`config.mk`:
```
export PLATFORM = sky130hd
export DESIGN_NAME = ansi_escape_stream_parser_top
export DESIGN_NICKNAME = d
export VERILOG_FILES = /design/src/design/aesp_pkg.sv /design/src/design/ansi_escape_stream_parser_top.sv /design/src/design/aesp_in_stage.sv /design/src/design/aesp_core.sv /design/src/design/aesp_out_stage.sv
export SDC_FILE = /design/constraint.sdc
export NUM_CORES = 1
export LEC_CHECK = 0
export ABC_AREA = 1
export BUFFER_PORTS_ARGS = -buffer_cell sky130_fd_sc_hd__buf_2
export CORE_ASPECT_RATIO = 1.2
export CORE_UTILIZATION = 53
export CTS_BUF_LIST = sky130_fd_sc_hd__clkbuf_8
export CTS_CLUSTER_DIAMETER = 100
export DETAILED_ROUTE_END_ITERATION = 10
export GPL_ROUTABILITY_DRIVEN = 0
export HOLD_SLACK_MARGIN = 0.02
export PLACE_DENSITY = 0.8
export SYNTH_ARGS = -nofsm -noshare
export SYNTH_HDL_FRONTEND = slang
export SYNTH_HIERARCHICAL = 1
export SYNTH_SLANG_ARGS = --single-unit
```
`constraint.sdc`:
```
create_clock -name clk -period 3.4 [get_ports clk]
set_clock_uncertainty 0.15 [all_clocks]
set_input_delay 0.34 -clock clk [delete_from_list [all_inputs] [get_ports clk]]
set_output_delay 0.34 -clock clk [all_outputs]
set_load 0.01 [all_outputs]
```
`src/design/aesp_pkg.sv`:
```
// Shared types and constants for the terminal escape-sequence parser.
package aesp_pkg;

  typedef enum logic [2:0] {
    MODE_GROUND  = 3'd0,
    MODE_ESC     = 3'd1,
    MODE_CSI     = 3'd2,
    MODE_OSC     = 3'd3,
    MODE_OSC_ESC = 3'd4
  } mode_t;

  typedef enum logic [2:0] {
    PAT_EMPTY        = 3'd0,
    PAT_ZERO         = 3'd1,
    PAT_TWO          = 3'd2,
    PAT_ONE          = 3'd3,
    PAT_ONE_SEMI     = 3'd4,
    PAT_ONE_SEMI_ONE = 3'd5,
    PAT_OTHER        = 3'd6
  } pat_t;

  typedef enum logic [2:0] {
    ACT_PRINT     = 3'd0,
    ACT_NEWLINE   = 3'd1,
    ACT_TAB       = 3'd2,
    ACT_RETURN    = 3'd3,
    ACT_BACKSPACE = 3'd4,
    ACT_ERASE_EOL = 3'd5,
    ACT_ERASE_LN  = 3'd6,
    ACT_HOME      = 3'd7
  } act_t;

  typedef struct packed {
    act_t       action;
    logic [7:0] char_out;
    logic [4:0] fg_color;
    logic       bold;
  } cmd_t;

  localparam logic [7:0] BYTE_BEL      = 8'h07;
  localparam logic [7:0] BYTE_BS       = 8'h08;
  localparam logic [7:0] BYTE_TAB      = 8'h09;
  localparam logic [7:0] BYTE_LF       = 8'h0A;
  localparam logic [7:0] BYTE_CR       = 8'h0D;
  localparam logic [7:0] BYTE_ESC      = 8'h1B;
  localparam logic [7:0] BYTE_PRINT_LO = 8'h20;
  localparam logic [7:0] BYTE_DIGIT_0  = 8'h30;
  localparam logic [7:0] BYTE_DIGIT_1  = 8'h31;
  localparam logic [7:0] BYTE_DIGIT_2  = 8'h32;
  localparam logic [7:0] BYTE_DIGIT_9  = 8'h39;
  localparam logic [7:0] BYTE_SEMI     = 8'h3B;
  localparam logic [7:0] BYTE_FINAL_LO = 8'h40;
  localparam logic [7:0] BYTE_H        = 8'h48;
  localparam logic [7:0] BYTE_K        = 8'h4B;
  localparam logic [7:0] BYTE_LBRACKET = 8'h5B;
  localparam logic [7:0] BYTE_BSLASH   = 8'h5C;
  localparam logic [7:0] BYTE_RBRACKET = 8'h5D;
  localparam logic [7:0] BYTE_ESC2_HI  = 8'h5F;
  localparam logic [7:0] BYTE_M        = 8'h6D;
  localparam logic [7:0] BYTE_FINAL_HI = 8'h7E;

  localparam logic [4:0]  FG_DEFAULT = 5'd16;
  localparam logic [31:0] PARAM_MAX  = 32'h7FFF_FFFF;
  localparam logic [31:0] SGR_RESET  = 32'd0;
  localparam logic [31:0] SGR_BOLD   = 32'd1;
  localparam logic [31:0] SGR_FG_LO  = 32'd30;
  localparam logic [31:0] SGR_FG_HI  = 32'd37;
  localparam logic [31:0] SGR_BFG_LO = 32'd90;
  localparam logic [31:0] SGR_BFG_HI = 32'd97;

endpackage

```
`src/design/ansi_escape_stream_parser_top.sv`:
```
// A byte word waits in the input register until the core takes it; its command is then
// loaded into the result register. Throughput: one byte word per cycle while the result
// slot is free; the input and result registers keep both sides moving. Bytes that yield
// no command (escape, CSI and OSC bytes, dropped controls) are taken while it is full.
// Reset: synchronous; clears both register stages, returns to ground mode and
// restores the default foreground color with bold off.
module ansi_escape_stream_parser_top (
  input  logic       clk,
  input  logic       rst,
  input  logic       byte_valid,
  output logic       byte_ready,
  input  logic [7:0] byte_in,
  output logic       cmd_valid,
  input  logic       cmd_ready,
  output logic [2:0] action,
  output logic [7:0] char_out,
  output logic [4:0] fg_color,
  output logic       bold
);

  logic           item_valid;
  logic [7:0]     item_byte;
  logic           take;
  logic           emit;
  logic           slot_free;
  aesp_pkg::cmd_t cmd_core;
  aesp_pkg::cmd_t cmd_reg;

  aesp_in_stage u_in (
    .clk        (clk),
    .rst        (rst),
    .byte_valid (byte_valid),
    .byte_ready (byte_ready),
    .byte_in    (byte_in),
    .take       (take),
    .item_valid (item_valid),
    .item_byte  (item_byte)
  );

  aesp_core u_core (
    .clk        (clk),
    .rst        (rst),
    .item_valid (item_valid),
    .item_byte  (item_byte),
    .slot_free  (slot_free),
    .take       (take),
    .emit       (emit),
    .cmd        (cmd_core)
  );

  aesp_out_stage u_out (
    .clk       (clk),
    .rst       (rst),
    .load      (take && emit),
    .cmd_in    (cmd_core),
    .slot_free (slot_free),
    .cmd_valid (cmd_valid),
    .cmd_ready (cmd_ready),
    .cmd_out   (cmd_reg)
  );

  assign action   = cmd_reg.action;
  assign char_out = cmd_reg.char_out;
  assign fg_color = cmd_reg.fg_color;
  assign bold     = cmd_reg.bold;

endmodule

```
`src/design/aesp_in_stage.sv`:
```
// Input register holding one byte word ahead of the parser.
module aesp_in_stage (
  input  logic       clk,
  input  logic       rst,
  input  logic       byte_valid,
  output logic       byte_ready,
  input  logic [7:0] byte_in,
  input  logic       take,
  output logic       item_valid,
  output logic [7:0] item_byte
);

  logic       hold_valid;
  logic [7:0] hold_byte;

  assign byte_ready = !hold_valid || take;
  assign item_valid = hold_valid;
  assign item_byte  = hold_byte;

  always_ff @(posedge clk) begin
    if (rst) begin
      hold_valid <= 1'b0;
    end else if (byte_valid && byte_ready) begin
      hold_valid <= 1'b1;
    end else if (take) begin
      hold_valid <= 1'b0;
    end
  end

  always_ff @(posedge clk) begin
    if (byte_valid && byte_ready) begin
      hold_byte <= byte_in;
    end
  end

endmodule

```
`src/design/aesp_core.sv`:
```
// Escape grammar state, SGR attribute tracking and command decode.
module aesp_core (
  input  logic            clk,
  input  logic            rst,
  input  logic            item_valid,
  input  logic [7:0]      item_byte,
  input  logic            slot_free,
  output logic            take,
  output logic            emit,
  output aesp_pkg::cmd_t  cmd
);

  aesp_pkg::mode_t mode, mode_next;
  aesp_pkg::pat_t  pat, pat_next;
  logic [31:0] accum, accum_next;
  logic        invalid, invalid_next;
  logic [4:0]  shadow_fg, shadow_fg_next;
  logic        shadow_bold, shadow_bold_next;
  logic [4:0]  active_fg, active_fg_next;
  logic        active_bold, active_bold_next;

  logic        is_final;
  logic        is_digit;
  logic        is_esc2;
  logic [3:0]  digit;
  logic [35:0] acc_sum;
  logic        acc_ovf;
  logic [31:0] pval;
  logic [31:0] fg_off;
  logic [31:0] bfg_off;
  logic [4:0]  ap_fg;
  logic        ap_bold;
  logic        g_emit;
  aesp_pkg::act_t g_action;
  logic [7:0]  g_char;

  assign is_final = (item_byte >= aesp_pkg::BYTE_FINAL_LO) &&
                    (item_byte <= aesp_pkg::BYTE_FINAL_HI);
  assign is_digit = (item_byte >= aesp_pkg::BYTE_DIGIT_0) &&
                    (item_byte <= aesp_pkg::BYTE_DIGIT_9);
  assign is_esc2  = (item_byte >= aesp_pkg::BYTE_FINAL_LO) &&
                    (item_byte <= aesp_pkg::BYTE_ESC2_HI);
  assign digit    = 4'(item_byte - aesp_pkg::BYTE_DIGIT_0);
  assign acc_sum  = {1'b0, accum, 3'b000} + {3'b000, accum, 1'b0} + {32'd0, digit};
  assign acc_ovf  = acc_sum > {4'd0, aesp_pkg::PARAM_MAX};

  assign pval    = invalid ? 32'd0 : accum;
  assign fg_off  = pval - aesp_pkg::SGR_FG_LO;
  assign bfg_off = pval - aesp_pkg::SGR_BFG_LO;

  always_comb begin
    ap_fg   = shadow_fg;
    ap_bold = shadow_bold;
    if (pval == aesp_pkg::SGR_RESET) begin
      ap_fg   = aesp_pkg::FG_DEFAULT;
      ap_bold = 1'b0;
    end else if (pval == aesp_pkg::SGR_BOLD) begin
      ap_bold = 1'b1;
    end else if (pval >= aesp_pkg::SGR_FG_LO && pval <= aesp_pkg::SGR_FG_HI) begin
      ap_fg = {2'b00, fg_off[2:0]};
    end else if (pval >= aesp_pkg::SGR_BFG_LO && pval <= aesp_pkg::SGR_BFG_HI) begin
      ap_fg = {2'b01, bfg_off[2:0]};
    end
  end

  always_comb begin
    g_emit   = 1'b1;
    g_action = aesp_pkg::ACT_PRINT;
    g_char   = 8'd0;
    if (item_byte == aesp_pkg::BYTE_CR) begin
      g_action = aesp_pkg::ACT_RETURN;
    end else if (item_byte == aesp_pkg::BYTE_BS) begin
      g_action = aesp_pkg::ACT_BACKSPACE;
    end else if (item_byte == aesp_pkg::BYTE_LF) begin
      g_action = aesp_pkg::ACT_NEWLINE;
    end else if (item_byte == aesp_pkg::BYTE_TAB) begin
      g_action = aesp_pkg::ACT_TAB;
    end else if (item_byte < aesp_pkg::BYTE_PRINT_LO) begin
      g_emit = 1'b0;
    end else begin
      g_char = item_byte;
    end
  end

  // next parse mode
  always_comb begin
    mode_next = mode;
    unique case (mode)
      aesp_pkg::MODE_ESC: begin
        if (item_byte == aesp_pkg::BYTE_LBRACKET) begin
          mode_next = aesp_pkg::MODE_CSI;
        end else if (item_byte == aesp_pkg::BYTE_RBRACKET) begin
          mode_next = aesp_pkg::MODE_OSC;
        end else if (!is_esc2 && item_byte == aesp_pkg::BYTE_ESC) begin
          mode_next = aesp_pkg::MODE_ESC;
        end else begin
          mode_next = aesp_pkg::MODE_GROUND;
        end
      end
      aesp_pkg::MODE_CSI: begin
        if (is_final) begin
          mode_next = aesp_pkg::MODE_GROUND;
        end
      end
      aesp_pkg::MODE_OSC: begin
        if (item_byte == aesp_pkg::BYTE_BEL) begin
          mode_next = aesp_pkg::MODE_GROUND;
        end else if (item_byte == aesp_pkg::BYTE_ESC) begin
          mode_next = aesp_pkg::MODE_OSC_ESC;
        end
      end
      aesp_pkg::MODE_OSC_ESC: begin
        if (item_byte == aesp_pkg::BYTE_BSLASH || item_byte == aesp_pkg::BYTE_BEL) begin
          mode_next = aesp_pkg::MODE_GROUND;
        end else if (item_byte != aesp_pkg::BYTE_ESC) begin
          mode_next = aesp_pkg::MODE_OSC;
        end
      end
      default: begin
        mode_next = (item_byte == aesp_pkg::BYTE_ESC) ? aesp_pkg::MODE_ESC
                                                      : aesp_pkg::MODE_GROUND;
      end
    endcase
  end

  // datapath and command outputs
  always_comb begin
    accum_next       = accum;
    invalid_next     = invalid;
    pat_next         = pat;
    shadow_fg_next   = shadow_fg;
    shadow_bold_next = shadow_bold;
    active_fg_next   = active_fg;
    active_bold_next = active_bold;
    emit             = 1'b0;
    cmd.action       = aesp_pkg::ACT_PRINT;
    cmd.char_out     = 8'd0;
    cmd.fg_color     = active_fg;
    cmd.bold         = active_bold;
    unique case (mode)
      aesp_pkg::MODE_ESC: begin
        if (item_byte == aesp_pkg::BYTE_LBRACKET) begin
          accum_next       = 32'd0;
          invalid_next     = 1'b0;
          pat_next         = aesp_pkg::PAT_EMPTY;
          shadow_fg_next   = active_fg;
          shadow_bold_next = active_bold;
        end else if (item_byte != aesp_pkg::BYTE_RBRACKET && !is_esc2) begin
          emit         = g_emit;
          cmd.action   = g_action;
          cmd.char_out = g_char;
        end
      end
      aesp_pkg::MODE_CSI: begin
        if (is_final) begin
          if (item_byte == aesp_pkg::BYTE_M) begin
            shadow_fg_next   = ap_fg;
            shadow_bold_next = ap_bold;
            active_fg_next   = ap_fg;
            active_bold_next = ap_bold;
            accum_next       = 32'd0;
            invalid_next     = 1'b0;
          end else if (item_byte == aesp_pkg::BYTE_K &&
                       (pat == aesp_pkg::PAT_EMPTY || pat == aesp_pkg::PAT_ZERO)) begin
            emit       = 1'b1;
            cmd.action = aesp_pkg::ACT_ERASE_EOL;
          end else if (item_byte == aesp_pkg::BYTE_K && pat == aesp_pkg::PAT_TWO) begin
            emit       = 1'b1;
            cmd.action = aesp_pkg::ACT_ERASE_LN;
          end else if (item_byte == aesp_pkg::BYTE_H &&
                       (pat == aesp_pkg::PAT_EMPTY ||
                        pat == aesp_pkg::PAT_ONE_SEMI_ONE)) begin
            emit       = 1'b1;
            cmd.action = aesp_pkg::ACT_HOME;
          end
        end else if (item_byte == aesp_pkg::BYTE_SEMI) begin
          shadow_fg_next   = ap_fg;
          shadow_bold_next = ap_bold;
          accum_next       = 32'd0;
          invalid_next     = 1'b0;
          pat_next = (pat == aesp_pkg::PAT_ONE) ? aesp_pkg::PAT_ONE_SEMI
                                                : aesp_pkg::PAT_OTHER;
        end else if (is_digit) begin
          if (!invalid) begin
            if (acc_ovf) begin
              invalid_next = 1'b1;
              accum_next   = 32'd0;
            end else begin
              accum_next = acc_sum[31:0];
            end
          end
          if (pat == aesp_pkg::PAT_EMPTY && item_byte == aesp_pkg::BYTE_DIGIT_0) begin
            pat_next = aesp_pkg::PAT_ZERO;
          end else if (pat == aesp_pkg::PAT_EMPTY &&
                       item_byte == aesp_pkg::BYTE_DIGIT_2) begin
            pat_next = aesp_pkg::PAT_TWO;
          end else if (pat == aesp_pkg::PAT_EMPTY &&
                       item_byte == aesp_pkg::BYTE_DIGIT_1) begin
            pat_next = aesp_pkg::PAT_ONE;
          end else if (pat == aesp_pkg::PAT_ONE_SEMI &&
                       item_byte == aesp_pkg::BYTE_DIGIT_1) begin
            pat_next = aesp_pkg::PAT_ONE_SEMI_ONE;
          end else begin
            pat_next = aesp_pkg::PAT_OTHER;
          end
        end else begin
          invalid_next = 1'b1;
          accum_next   = 32'd0;
          pat_next     = aesp_pkg::PAT_OTHER;
        end
      end
      aesp_pkg::MODE_OSC, aesp_pkg::MODE_OSC_ESC: begin
        emit = 1'b0;
      end
      default: begin
        emit         = g_emit;
        cmd.action   = g_action;
        cmd.char_out = g_char;
      end
    endcase
  end

  assign take = item_valid && (!emit || slot_free);

  always_ff @(posedge clk) begin
    if (rst) begin
      mode        <= aesp_pkg::MODE_GROUND;
      pat         <= aesp_pkg::PAT_EMPTY;
      accum       <= 32'd0;
      invalid     <= 1'b0;
      shadow_fg   <= aesp_pkg::FG_DEFAULT;
      shadow_bold <= 1'b0;
      active_fg   <= aesp_pkg::FG_DEFAULT;
      active_bold <= 1'b0;
    end else if (take) begin
      mode        <= mode_next;
      pat         <= pat_next;
      accum       <= accum_next;
      invalid     <= invalid_next;
      shadow_fg   <= shadow_fg_next;
      shadow_bold <= shadow_bold_next;
      active_fg   <= active_fg_next;
      active_bold <= active_bold_next;
    end
  end

  a_no_take_when_blocked: assert property (@(posedge clk) disable iff (rst)
    (emit && !slot_free) |-> !take)
    else $error("word taken while result slot is full");

  a_osc_silent: assert property (@(posedge clk) disable iff (rst)
    (mode == aesp_pkg::MODE_OSC || mode == aesp_pkg::MODE_OSC_ESC) |-> !emit)
    else $error("command produced inside OSC body");

  a_csi_entry: assert property (@(posedge clk) disable iff (rst)
    (take && mode == aesp_pkg::MODE_ESC && item_byte == aesp_pkg::BYTE_LBRACKET)
    |=> (mode == aesp_pkg::MODE_CSI && accum == 32'd0 && pat == aesp_pkg::PAT_EMPTY))
    else $error("CSI entry did not clear parameter state");

  a_accum_bound: assert property (@(posedge clk) disable iff (rst)
    !accum[31])
    else $error("parameter accumulator exceeded its limit");

endmodule

```
`src/design/aesp_out_stage.sv`:
```
// Result register holding one command word for the output channel.
module aesp_out_stage (
  input  logic            clk,
  input  logic            rst,
  input  logic            load,
  input  aesp_pkg::cmd_t  cmd_in,
  output logic            slot_free,
  output logic            cmd_valid,
  input  logic            cmd_ready,
  output aesp_pkg::cmd_t  cmd_out
);

  logic           hold_valid;
  aesp_pkg::cmd_t hold_cmd;

  assign slot_free = !hold_valid || cmd_ready;
  assign cmd_valid = hold_valid;
  assign cmd_out   = hold_cmd;

  always_ff @(posedge clk) begin
    if (rst) begin
      hold_valid <= 1'b0;
    end else if (load) begin
      hold_valid <= 1'b1;
    end else if (cmd_ready) begin
      hold_valid <= 1'b0;
    end
  end

  always_ff @(posedge clk) begin
    if (load) begin
      hold_cmd <= cmd_in;
    end
  end

endmodule

```
==> impl_results.md <==
- Status: finished, final reports clean
- # setup viols final: 0
- Dpl hpwl: 14400 µm
- Synthesized area: between 6000 and 7000 µm²
- Slew @ Worst Pin: 0.769 ns
- Max cap viols: 0
- Crit path time final: 3.22 ns
- Most used routing layer: met2
- Share of layout cells above drive strength 1: 11.5%
- Final worst-path cycle share: 94.8%
- Slew HR: between 40% and 50%
- Warnings from Yosys: 6
- Die Area: 13400 µm²
- GRT Residual Overflow: 0
- Count of final hold-check violations: 0
- Port bufs: 30
- Min-Delay Path Depth: 1
- Routed WL: ~19000 µm
- Ant. Diodes: 0
- First-pass GRT wire length: 30400 µm
- CTS sink count: 78
- Vias in the first global route: 6632
- Die height: 127 µm
- Worst Hold Slack: 0.0391 ns
- Max Root-Sink Buffers: 2
- Total CTS buffers: 9
- CTS tree: done
- Unique masters post-synth: 45
- Antenna-violating nets left: 0
- Critical path's slowest cell: edfxtp_1
- Reg clk slew, reported paths: 0.09 ns
- Adder-cell share of the synthesized area: 12.3%
- Met3 Use GR: under 10%
- Top Ports: 31
- Critical path data required time: 3.55 ns
- Post-synthesis sequential area ratio: between 20% and 30%
- CP arrival: 3.37 ns
- CP max FO: 8
- Fill cells: 1188
- Drt pass-1 iters: 6
- Initial antenna violation count: 0
- Fraction of the mapped netlist area in simple logic gates: 37.5%
- Crit end category: flip-flop
- Fin nets: 1205
- Synth Area in Compound Gates: 11.8%
- Avg Cell Area, Syn: 6.37 µm²
- Die Width: roughly 110 µm
- Overall Global Routing Usage: between 20% and 30%
- WL/cell: about 15 µm
- Crit-path leading delay family: simple AND/OR/NAND/NOR gates
- Slowest stage delay, CP: 0.43 ns
- TNS Setup: 0 ns
- Post-Synthesis Cells: ~1100
- Leak: 3.82 nW
- Ys async rst share: 0%
- Starting Density: 54.4%
- Clk Latency, worst-skew pair: 0.37 ns
- Final core occ: 61.1%
- Power Total: 2.22 mW
- # H-tree levels: 3
- Pins Over Slew Limit: 0
- DRC: 0
- Cells along the critical path: ha_4, ha_4, inv_1, fa_2, inv_1, nand2_1, nand2_2, nand3_1, nand2_2, nand2_1, nand2_2, nand2_1, nand2_1, nand2_1, nand2_1, nand2_1, nor2_4, clkbuf_16, nand4_1, a21oi_1
- Area of the multi-input gates: 4420 µm²
- Post-synthesis mux area share: 0%
- CP bufs+invs: 3
- Clock root buffer: clkbuf_8
- Startpoint class of the critical path: flip-flop
- Reg2reg path depth: 20
- First DRT Iteration DRCs: 550
- Worst hold path class: primary input to flip-flop
- Pin count of the biggest net entering global routing: 36
- Cell mode on critical path: nand2_1
- Largest family of logic cells by synthesized area: simple AND/OR/NAND/NOR gates
- GR Util met1: 33.3%
- Worst vdd ir: around 0.21 mV
- Post-Syn Nets: 1154
- Synth Area in XOR/XNOR: under 10%
- Most common cell after layout, fill and taps aside: nand2_1
- Number of synthesized flops with an enable pin: 25
- Most frequent cells in the layout: 306 x nand2_1, 127 x inv_1, 123 x nor2_1, 84 x a21oi_1, 62 x ha_1
- Layout area overhead: 12.5%
- Dominant synthesized flop cell: dfxtp_1
- Core area: 12600 µm²
- Register area: 1810 µm²
- Worst path depth: 20
- Critical path class: flip-flop to flip-flop
- Num rows: between 40 and 50
- PwrDens: 287 nW/µm²
- FMAX: 0.310 GHz
- Number of synthesized register bits: 78
- Vias/cell: around 5.6
- DR vias: 7269
- GR Util met2: about half
kinds of logic after synthesis:
group / Yosys count
buf+inv: 173
fa+ha+maj: 66
flops: 78
simple gates: 593
compound gates: 150
xor+xnor: 16
Yosys cell counts (all sizes together), types with 15 or more instances:
library cell  number  area (µm²)
dfxtp             53        1060
nand4             42         263
nand3             63         343
buf               15        91.3
a21oi             89         457
inv              150         563
o21ai             40         200
edfxtp            25         751
ha                64         801
nor3              24         136
nand2            320        1210
nor2             128         498
state kept, by name, summed over array words and instances (netlist names):
name,flops
u_core/active_bold,1
u_out/cmd_valid,1
u_core/active_fg,5
u_core/invalid,1
u_core/shadow_bold,1
u_in/item_valid,1
u_out/cmd_out,17
u_core/pat,3
u_in/item_byte,8
u_core/mode,3
u_core/shadow_fg,5
u_core/accum,32
what timing repair did:
action	in CTS	in global routing
setup buffers	0	5
hold buffers	6	0
gates resized for setup	0	16
endpoints found under the setup margin	0	31
endpoints found under the hold margin	6	0
worst paths after layout:
check | start | end | slack, ns
hold reg to reg | u_core/active_bold | u_out/cmd_out[0] | 0.30
hold / removal | byte_in[2] | u_in/item_byte[2] | 0.04
setup / recovery | u_in/item_byte[2] | u_core/accum[5] | 0.18
setup reg to reg | u_in/item_byte[2] | u_core/accum[5] | 0.18
where the power goes:
part	internal [mW]	switching (mW)
Combinational	0.103	0.220
Sequential	1.01	0.0235
Clock	0.506	0.356
Total	1.62	0.599
worst register-to-register path: cells and delay by family (launching register included):
kind / cells / cell delay (ns)
adders and majority gates: 3 / 0.83
and+or+nand+nor: 13 / 1.24
DFF: 1 / 0.43
buffers and inverters: 3 / 0.34
AOI/OAI and AO/OA: 1 / 0.16
cell type report:
cell class              instances  share of cell area [%]
well taps                     164                    2.66
multi-input cells             825                    57.4
flip-flops and latches         78                    23.5
inverters                     151                    7.35
clock buffers                  10                    1.79
repair buffers                 62                    5.92
clock inverters                 6                    1.43
metal layers:
| layer | up-vias | share of wire [%] |
|---|---|---|
| li1 | 3643 | - |
| met1 | 3269 | 41 |
| met2 | 270 | 48 |
| met3 | 87 | 5.8 |
| met4 | 0 | 5.4 |
| met5 | - | 0 |
through the flow:
step	setup WS, ns	instances	area, µm²
final	0.178	1296	7710
after global routing	-0.0260	1296	7710
after CTS	0.158	1288	7550
after detailed placement	0.161	1266	7240
after global placement	0.270	1266	7240
after floorplan	0.335	1076	6860
Power figures use the tool's default switching activity.
